<file path="src/rtl/cdns_pkg.sv">
package cdns_pkg;

  localparam int MaxDatagramDefault = 496;
  localparam int PosW = 10;
  localparam int CmdDepth = 4;
  localparam int AnsLen = 16;

  localparam logic [PosW-1:0] NameStart = PosW'(12);
  localparam logic [7:0] FlagsHi = 8'h81;
  localparam logic [7:0] FlagsLo = 8'h80;

  // front-to-back command kinds
  localparam logic [1:0] CMD_ECHO   = 2'd0;
  localparam logic [1:0] CMD_ABORT  = 2'd1;
  localparam logic [1:0] CMD_ANSWER = 2'd2;

  typedef struct packed {
    logic [7:0] rx_byte;
    logic       rx_last;
  } rx_word_t;

  typedef struct packed {
    logic [7:0] tx_byte;
    logic       tx_last;
    logic       tx_abort;
  } tx_word_t;

  typedef struct packed {
    logic [1:0] kind;
    logic [7:0] data;
  } cmd_t;

  // answer record after the last class byte: name pointer, type A, class IN,
  // TTL 0, rdlength 4, then the address octets
  function automatic logic [7:0] answer_byte(input logic [3:0] idx,
                                             input logic [31:0] addr);
    logic [7:0] v;
    case (idx)
      4'd0:    v = 8'hc0;
      4'd1:    v = 8'h0c;
      4'd3:    v = 8'h01;
      4'd5:    v = 8'h01;
      4'd11:   v = 8'h04;
      4'd12:   v = addr[31:24];
      4'd13:   v = addr[23:16];
      4'd14:   v = addr[15:8];
      4'd15:   v = addr[7:0];
      default: v = 8'h00;
    endcase
    return v;
  endfunction

endpackage

</file>
<file path="src/rtl/cdns_front.sv">
module cdns_front
  import cdns_pkg::*;
#(
  parameter int MAX_DATAGRAM = MaxDatagramDefault
) (
  input  logic     clk,
  input  logic     rst,
  input  logic     accept,
  input  rx_word_t rx,
  output logic     push,
  output cmd_t     cmd
);

  localparam logic [1:0] PH_HEADER = 2'd0;
  localparam logic [1:0] PH_NAME   = 2'd1;
  localparam logic [1:0] PH_TAIL   = 2'd2;
  localparam logic [1:0] PH_DONE   = 2'd3;
  localparam logic [PosW-1:0] PosLimit = PosW'(MAX_DATAGRAM);

  logic [PosW-1:0] pos, pos_next;
  logic [PosW-1:0] nlp, nlp_next;
  logic [1:0]      phase, phase_next;
  logic [1:0]      tcnt, tcnt_next;
  logic [7:0]      q_hi, q_lo;
  logic [PosW-1:0] pos_inc;
  logic [PosW:0]   jump;
  logic            have_cmd;

  assign pos_inc = pos + PosW'(1);
  assign jump    = {1'b0, pos} + {{(PosW-7){1'b0}}, rx.rx_byte} + (PosW+1)'(1);

  always_comb begin
    pos_next   = pos;
    nlp_next   = nlp;
    phase_next = phase;
    tcnt_next  = tcnt;
    have_cmd   = 1'b0;
    cmd.kind   = CMD_ECHO;
    cmd.data   = rx.rx_byte;
    case (phase)
      PH_DONE: begin
        if (rx.rx_last) begin
          pos_next   = '0;
          nlp_next   = NameStart;
          phase_next = PH_HEADER;
          tcnt_next  = '0;
        end
      end
      default: begin
        have_cmd = 1'b1;
        pos_next = pos_inc;
        if (phase == PH_HEADER) begin
          case (pos)
            PosW'(2): cmd.data = FlagsHi;
            PosW'(3): cmd.data = FlagsLo;
            PosW'(6): cmd.data = q_hi;
            PosW'(7): cmd.data = q_lo;
            default: if (pos >= PosW'(8)) cmd.data = 8'h00;
          endcase
          if (pos >= PosW'(11)) phase_next = PH_NAME;
        end else if (phase == PH_NAME) begin
          if (pos == nlp) begin
            if (rx.rx_byte == 8'h00) begin
              phase_next = PH_TAIL;
              tcnt_next  = '0;
            end else begin
              nlp_next = jump[PosW] ? '1 : jump[PosW-1:0];
            end
          end
        end else begin
          tcnt_next = tcnt + 2'd1;
        end

        if (phase == PH_TAIL && tcnt == 2'd3) begin
          // question complete: echo the last class byte, then the answer
          cmd.kind = CMD_ANSWER;
          phase_next = PH_DONE;
        end else if (rx.rx_last || pos_inc >= PosLimit) begin
          cmd.kind   = CMD_ABORT;
          phase_next = PH_DONE;
        end

        if (rx.rx_last && phase_next == PH_DONE) begin
          pos_next   = '0;
          nlp_next   = NameStart;
          phase_next = PH_HEADER;
          tcnt_next  = '0;
        end
      end
    endcase
  end

  assign push = accept && have_cmd;

  always_ff @(posedge clk) begin
    if (rst) begin
      pos   <= '0;
      nlp   <= NameStart;
      phase <= PH_HEADER;
      tcnt  <= '0;
    end else if (accept) begin
      pos   <= pos_next;
      nlp   <= nlp_next;
      phase <= phase_next;
      tcnt  <= tcnt_next;
    end
  end

  always_ff @(posedge clk) begin
    if (accept && phase == PH_HEADER && pos == PosW'(4)) q_hi <= rx.rx_byte;
    if (accept && phase == PH_HEADER && pos == PosW'(5)) q_lo <= rx.rx_byte;
  end

endmodule

</file>
<file path="src/rtl/cdns_queue.sv">
module cdns_queue
  import cdns_pkg::*;
(
  input  logic clk,
  input  logic rst,
  input  logic push,
  input  cmd_t push_cmd,
  output logic full,
  input  logic pop,
  output logic nonempty,
  output cmd_t head
);

  localparam int PtrW = $clog2(CmdDepth);
  localparam int CntW = $clog2(CmdDepth + 1);

  cmd_t            mem [CmdDepth];
  logic [PtrW-1:0] wr_ptr, rd_ptr;
  logic [CntW-1:0] count;
  logic            do_push, do_pop;

  assign full     = (count == CntW'(CmdDepth));
  assign nonempty = (count != '0);
  assign head     = mem[rd_ptr];
  assign do_push  = push && !full;
  assign do_pop   = pop && nonempty;

  always_ff @(posedge clk) begin
    if (rst) begin
      wr_ptr <= '0;
      rd_ptr <= '0;
      count  <= '0;
    end else begin
      if (do_push) wr_ptr <= wr_ptr + PtrW'(1);
      if (do_pop) rd_ptr <= rd_ptr + PtrW'(1);
      case ({do_push, do_pop})
        2'b10:   count <= count + CntW'(1);
        2'b01:   count <= count - CntW'(1);
        default: count <= count;
      endcase
    end
  end

  always_ff @(posedge clk) begin
    if (do_push) mem[wr_ptr] <= push_cmd;
  end

endmodule

</file>
<file path="src/rtl/cdns_back.sv">
module cdns_back
  import cdns_pkg::*;
(
  input  logic        clk,
  input  logic        rst,
  input  logic [31:0] ap_address,
  input  logic        q_nonempty,
  input  cmd_t        q_head,
  output logic        q_pop,
  output logic        tx_valid,
  input  logic        tx_stall,
  output tx_word_t    tx
);

  logic       out_free;
  logic       burst_on;
  logic [3:0] burst_idx;

  assign out_free = !tx_valid || !tx_stall;
  assign q_pop    = out_free && !burst_on && q_nonempty;

  always_ff @(posedge clk) begin
    if (rst) begin
      tx_valid  <= 1'b0;
      burst_on  <= 1'b0;
      burst_idx <= '0;
    end else if (out_free) begin
      if (burst_on) begin
        tx_valid  <= 1'b1;
        burst_idx <= burst_idx + 4'd1;
        if (burst_idx == 4'(AnsLen - 1)) burst_on <= 1'b0;
      end else if (q_nonempty) begin
        tx_valid <= 1'b1;
        if (q_head.kind == CMD_ANSWER) begin
          burst_on  <= 1'b1;
          burst_idx <= '0;
        end
      end else begin
        tx_valid <= 1'b0;
      end
    end
  end

  always_ff @(posedge clk) begin
    if (out_free) begin
      if (burst_on) begin
        tx.tx_byte  <= answer_byte(burst_idx, ap_address);
        tx.tx_last  <= (burst_idx == 4'(AnsLen - 1));
        tx.tx_abort <= 1'b0;
      end else if (q_nonempty) begin
        case (q_head.kind)
          CMD_ABORT: begin
            tx.tx_byte  <= 8'h00;
            tx.tx_last  <= 1'b1;
            tx.tx_abort <= 1'b1;
          end
          default: begin
            tx.tx_byte  <= q_head.data;
            tx.tx_last  <= 1'b0;
            tx.tx_abort <= 1'b0;
          end
        endcase
      end
    end
  end

endmodule

</file>
<file path="src/rtl/captive_dns_responder.sv">
// Channel  Direction  Handshake           Word
// rx       in         rx_valid/rx_stall   rx_word_t: query byte, last flag
// tx       out        tx_valid/tx_stall   tx_word_t: response byte, last, abort
// cfg      in         cfg_we              cfg_data: answer IPv4 address
//
// One query byte is taken per cycle while rx_stall is low; each echoed or
// rewritten byte passes the command queue and the output register, one
// byte per cycle while tx_stall is low. The final class byte expands into 17
// output bytes; the 4-entry command queue absorbs part, so input may stall.
// Synchronous reset clears parse state, queue, output valid and the address.
// rx_stall is high only while the command queue is full.
module captive_dns_responder
  import cdns_pkg::*;
#(
  parameter int MAX_DATAGRAM = MaxDatagramDefault
) (
  input  logic        clk,
  input  logic        rst,
  input  logic        rx_valid,
  output logic        rx_stall,
  input  rx_word_t    rx,
  output logic        tx_valid,
  input  logic        tx_stall,
  output tx_word_t    tx,
  input  logic        cfg_we,
  input  logic [31:0] cfg_data
);

  logic [31:0] ap_address;
  logic        rx_accept;
  logic        push;
  cmd_t        cmd;
  logic        q_full;
  logic        q_nonempty;
  logic        q_pop;
  cmd_t        q_head;

  // answer address; the user must write it only while idle, the block does not enforce it
  always_ff @(posedge clk) begin
    if (rst) begin
      ap_address <= '0;
    end else if (cfg_we) begin
      ap_address <= cfg_data;
    end
  end

  assign rx_stall  = q_full;
  assign rx_accept = rx_valid && !rx_stall;

  // front: tracks header, label walk and type/class bytes, issues commands
  cdns_front #(
    .MAX_DATAGRAM(MAX_DATAGRAM)
  ) u_front (
    .clk   (clk),
    .rst   (rst),
    .accept(rx_accept),
    .rx    (rx),
    .push  (push),
    .cmd   (cmd)
  );

  // decouples the byte-per-cycle parser (unless stalled) from the answer burst
  cdns_queue u_queue (
    .clk     (clk),
    .rst     (rst),
    .push    (push),
    .push_cmd(cmd),
    .full    (q_full),
    .pop     (q_pop),
    .nonempty(q_nonempty),
    .head    (q_head)
  );

  // back: turns commands into output words, expands the answer record
  cdns_back u_back (
    .clk       (clk),
    .rst       (rst),
    .ap_address(ap_address),
    .q_nonempty(q_nonempty),
    .q_head    (q_head),
    .q_pop     (q_pop),
    .tx_valid  (tx_valid),
    .tx_stall  (tx_stall),
    .tx        (tx)
  );

endmodule

</file>
<file path="config.mk">
export PLATFORM = sky130hd
export DESIGN_NAME = captive_dns_responder
export DESIGN_NICKNAME = d
export VERILOG_FILES = /design/src/rtl/cdns_pkg.sv /design/src/rtl/cdns_front.sv /design/src/rtl/cdns_queue.sv /design/src/rtl/cdns_back.sv /design/src/rtl/captive_dns_responder.sv
export SDC_FILE = /design/constraint.sdc
export NUM_CORES = 1
export LEC_CHECK = 0
export BUFFER_PORTS_ARGS = -buffer_cell sky130_fd_sc_hd__buf_2
export CAP_MARGIN = 20
export CORE_UTILIZATION = 50
export DETAILED_ROUTE_END_ITERATION = 12
export GPL_ROUTABILITY_DRIVEN = 1
export PLACE_DENSITY = 0.67
export SYNTH_ARGS = -nofsm -noshare
export SYNTH_HDL_FRONTEND = slang
export SYNTH_SLANG_ARGS = --single-unit
</file>
<file path="constraint.sdc">
create_clock -name clk -period 7.9 [get_ports clk]
set_clock_uncertainty 0.1 [all_clocks]
set_input_delay 0.395 -clock clk [delete_from_list [all_inputs] [get_ports clk]]
set_output_delay 0.395 -clock clk [all_outputs]
set_load 0.02 [all_outputs]
</file>
==> results by group <==
GRT
  – Pin count of the biggest net entering global routing: 61
  – Initial antenna violation count: 0
  – Vias in the first global route: 4467
  – GRT overflow: 0
  – Gr usage total: 0.217
  – First-pass GRT wire length: between 20000 and 25000 um

Power
  – Clk network pwr share: 0.365
  – Switching share of power: 0.291
  – Lkg Pwr: between 2 and 3 nW
  – Cell Int Power: 1.52 mW
  – Sequential power share: 0.423
  – Power Density: about 290 mW/mm2
  – Logic pwr share: 0.211
  – Sw Pwr: 0.624 mW
  – Peak VDD IR: roughly 0.16 mV

Timing
  – Final hold violation count: 0
  – Setup TNS: 0 ns
  – Fin crit share: 0.367
  – Final setup violation count: 0
  – Slew Viols, Final: 0
  – Final critical-path required period: 2.90 ns
  – Max Clock Freq: approximately 340 MHz
  – Slew @ Worst Pin: between 0.9 and 1 ns
  – Slew HR: 0.350
  – RSZ-0062 raised after global routing: no
  – Fin Hold WS: between 0.1 and 0.15 ns

Route
  – Post-DRT Antenna Nets: 0
  – Residual DRC: 0
  – Final WL: 13600 um
  – Detailed Routing Iterations Pass 1: 5
  – Post-DR vias/cell: about 5.6
  – Detailed-route via count: around 4700
  – Initial DRC Count: around 320
  – Mean routed wirelength per cell: between 15 and 20 um

Clock tree
  – Clock Sinks: 137
  – CTS Buf Count: 17
  – Clk Latency, worst-skew pair: approximately 0.42 ns
  – H-tree levels: 4
  – Clk pin slew, worst setup/hold paths: 0.06 ns
  – CTS Hold Buffers Added: 0
  – Post-CTS resize count: 0
  – Post-CTS setup buffer count: 0
  – CTS max path bufs: 2
  – CTS root buffer: clkbuf_16
  – TritonCTS clock tree: done

Synthesis
  – Seq/Total Area, Yosys: 0.523
  – Synthesized flop and latch total: ~140
  – Async S/R FF share, synth: 0
  – Synth top area share: 0.305
  – Most frequent cell after synthesis: nor2_1
  – Synth Cell Area: between 0.006 and 0.007 mm2
  – Post-Syn Nets: 676
  – Number of distinct library cells after synthesis: 59
  – YS warnings: 0
  – Gate Count Post-Synth: a little over 600
  – Ys flop type: dfxtp_1
  – Largest area contributor in the netlist: edfxtp_1
  – Most instantiated cells after synthesis: 78 x nor2_1, 71 x dfxtp_1, 66 x edfxtp_1
  – EDFF count, synth: 66
  – Synthesized area per cell: between 10 and 15 um2
  – Top post-synthesis cells by area: edfxtp_1 30%, dfxtp_1 22%, mux2i_1 5.2%

Setup path
  – Worst path required time: approximately 8.1 ns
  – Crit. End Element: flip-flop
  – CP cell instances: inv_1 -> ha_1 -> inv_1 -> fa_1 -> a21oi_1 -> o211ai_1 -> o41ai_1 -> nor2_1 -> nor4_1 -> a21oi_1
  – CP max-delay cell: o41ai_1
  – Crit-path max cell delay: around 0.52 ns
  – Crit Path Max Fanout: 7
  – WS Path Type: reg -> reg
  – Top Family by Delay on Critical Path: compound AO/OA/AOI/OAI gates
  – Worst Path Arrival: roughly 3.1 ns
  – CP startpoint kind: flip-flop
  – Worst Path Buf+Inv: 2

Place
  – Placed Area: a little under 0.007 mm2
  – RD Place Congestion: around 0.79
  – IO Port Bufs: 57
  – DP HPWL: 9540 um

Finish
  – Finished Cell Area: about 0.0074 mm2
  – Area growth, synth to finish: 14.4%
  – Filler cells: about 1100
  – Layout Nets: 719
  – Share of layout cells above drive strength 1: 0.157
  – Antenna Cells: 0

Outcome
  – Status: complete, no violations

Floorplan
  – CORE AREA: roughly 0.013 mm2
  – Starting density of the core: 0.513
  – Die X: around 120 um
  – Row Count: 41
  – IO Pins: slightly below 60
  – DIE AREA: ~0.013 mm2
  – Die H: between 100 and 150 um

Flow run
  – Max-cap violation count: 0

Hold path
  – Hold crit path type: in -> reg
==> area by class of cell <==
| cell class | instances | area [um2] | share of cell area |
|---|---|---|---|
| well taps | 172 | 215 | 0.0289 |
| inverters | 26 | 97.6 | 0.0131 |
| multi-input cells | 409 | 2850 | 0.383 |
| repair buffers | 58 | 293 | 0.0393 |
| clock inverters | 14 | 155 | 0.0208 |
| clock buffers | 18 | 429 | 0.0576 |
| flip-flops and latches | 137 | 3400 | 0.457 |
==> logic make-up after synthesis <==
family                   Yosys count  synth area share
AO/OA/AOI/OAI                    124             0.123
multiplexers                      44            0.0869
adder cells (fa/ha/maj)           24            0.0485
buffers and inverters             60            0.0385
XOR/XNOR                          24            0.0346
AND/OR/NAND/NOR                  193             0.145
flip-flops                       137             0.523
==> layer usage <==
layer / vias to the layer above / part of all wire / track usage
met5: - / 0 / 0
met4: 0 / 0.017 / 0.0812
met3: 21 / 0.040 / 0.0523
met2: 99 / 0.50 / 0.368
met1: 2253 / 0.45 / 0.269
li1: 2307 / - / -
==> worst paths after layout <==
| check | from | end | slack [ns] | cells past startpoint |
|---|---|---|---|---|
| worst max-delay path | u_front.pos[0] | u_front.nlp[3] | 5.00 | 10 |
| worst min register to register | u_front.nlp[7] | u_front.nlp[7] | 0.38 | 1 |
| worst max register to register | u_front.pos[0] | u_front.nlp[3] | 5.00 | 10 |
| worst min-delay path | cfg_data[8] | ap_address[8] | 0.11 | 3 |
==> per-stage QoR <==
stage          power, mW  cells   util  setup WS (ns)
6_report            2.15    834  0.588           5.00
5_1_grt             2.25    834  0.588           4.74
4_1_cts             2.17    834  0.588           5.00
3_5_place_dp        1.38    802  0.541           4.99
3_3_place_gp        1.36    802  0.541           5.07
2_1_floorplan       1.25    606      -           5.15
==> tightest hold or removal path: stages <==
cell,delay [ns]
buf_2,0.07
mux2i_1,0.05
nor2_1,0.07
==> power by group through the flow <==
| stage | clock (mW) | combinational, mW | sequential [mW] |
|---|---|---|---|
| 2_1_floorplan | 0 | 0.309 | 0.936 |
| 3_3_place_gp | 0 | 0.444 | 0.920 |
| 3_5_place_dp | 0 | 0.458 | 0.925 |
| 4_1_cts | 0.795 | 0.460 | 0.911 |
| 5_1_grt | 0.828 | 0.507 | 0.920 |
| 6_report | 0.784 | 0.454 | 0.909 |
==> registers in the layout, summed over array words and instances, names as in the netlist, named ones only <==
| name | count |
|---|---|
| u_queue.wr_ptr | 2 |
| u_back.burst_idx | 4 |
| u_front.q_lo | 8 |
| u_queue.mem | 40 |
| u_back.burst_on | 1 |
| u_queue.rd_ptr | 2 |
| u_front.nlp | 10 |
| u_front.q_hi | 8 |
| u_front.phase | 2 |
| u_front.pos | 10 |
| u_queue.count | 3 |
| u_back.tx | 10 |
| u_back.tx_valid | 1 |
| ap_address | 32 |
| u_front.tcnt | 2 |
==> cell usage in the layout (no fill, tap or decap), types with 10 or more instances in the layout <==
cell type | netlist | layout
a21oi_1 | 32 | 32
mux4_2 | 10 | 10
o21ai_0 | 29 | 29
and3_1 | 11 | 11
xnor2_1 | 14 | 14
o22ai_1 | 11 | 11
edfxtp_1 | 66 | 66
nor2_1 | 78 | 78
mux2i_1 | 34 | 34
ha_1 | 22 | 22
nand2_1 | 34 | 34
clkbuf_16 | 0 | 17
buf_2 | 2 | 57
a22oi_1 | 14 | 14
inv_1 | 26 | 26
dfxtp_1 | 71 | 71
No activity file was read; power rests on OpenSTA's default activity.
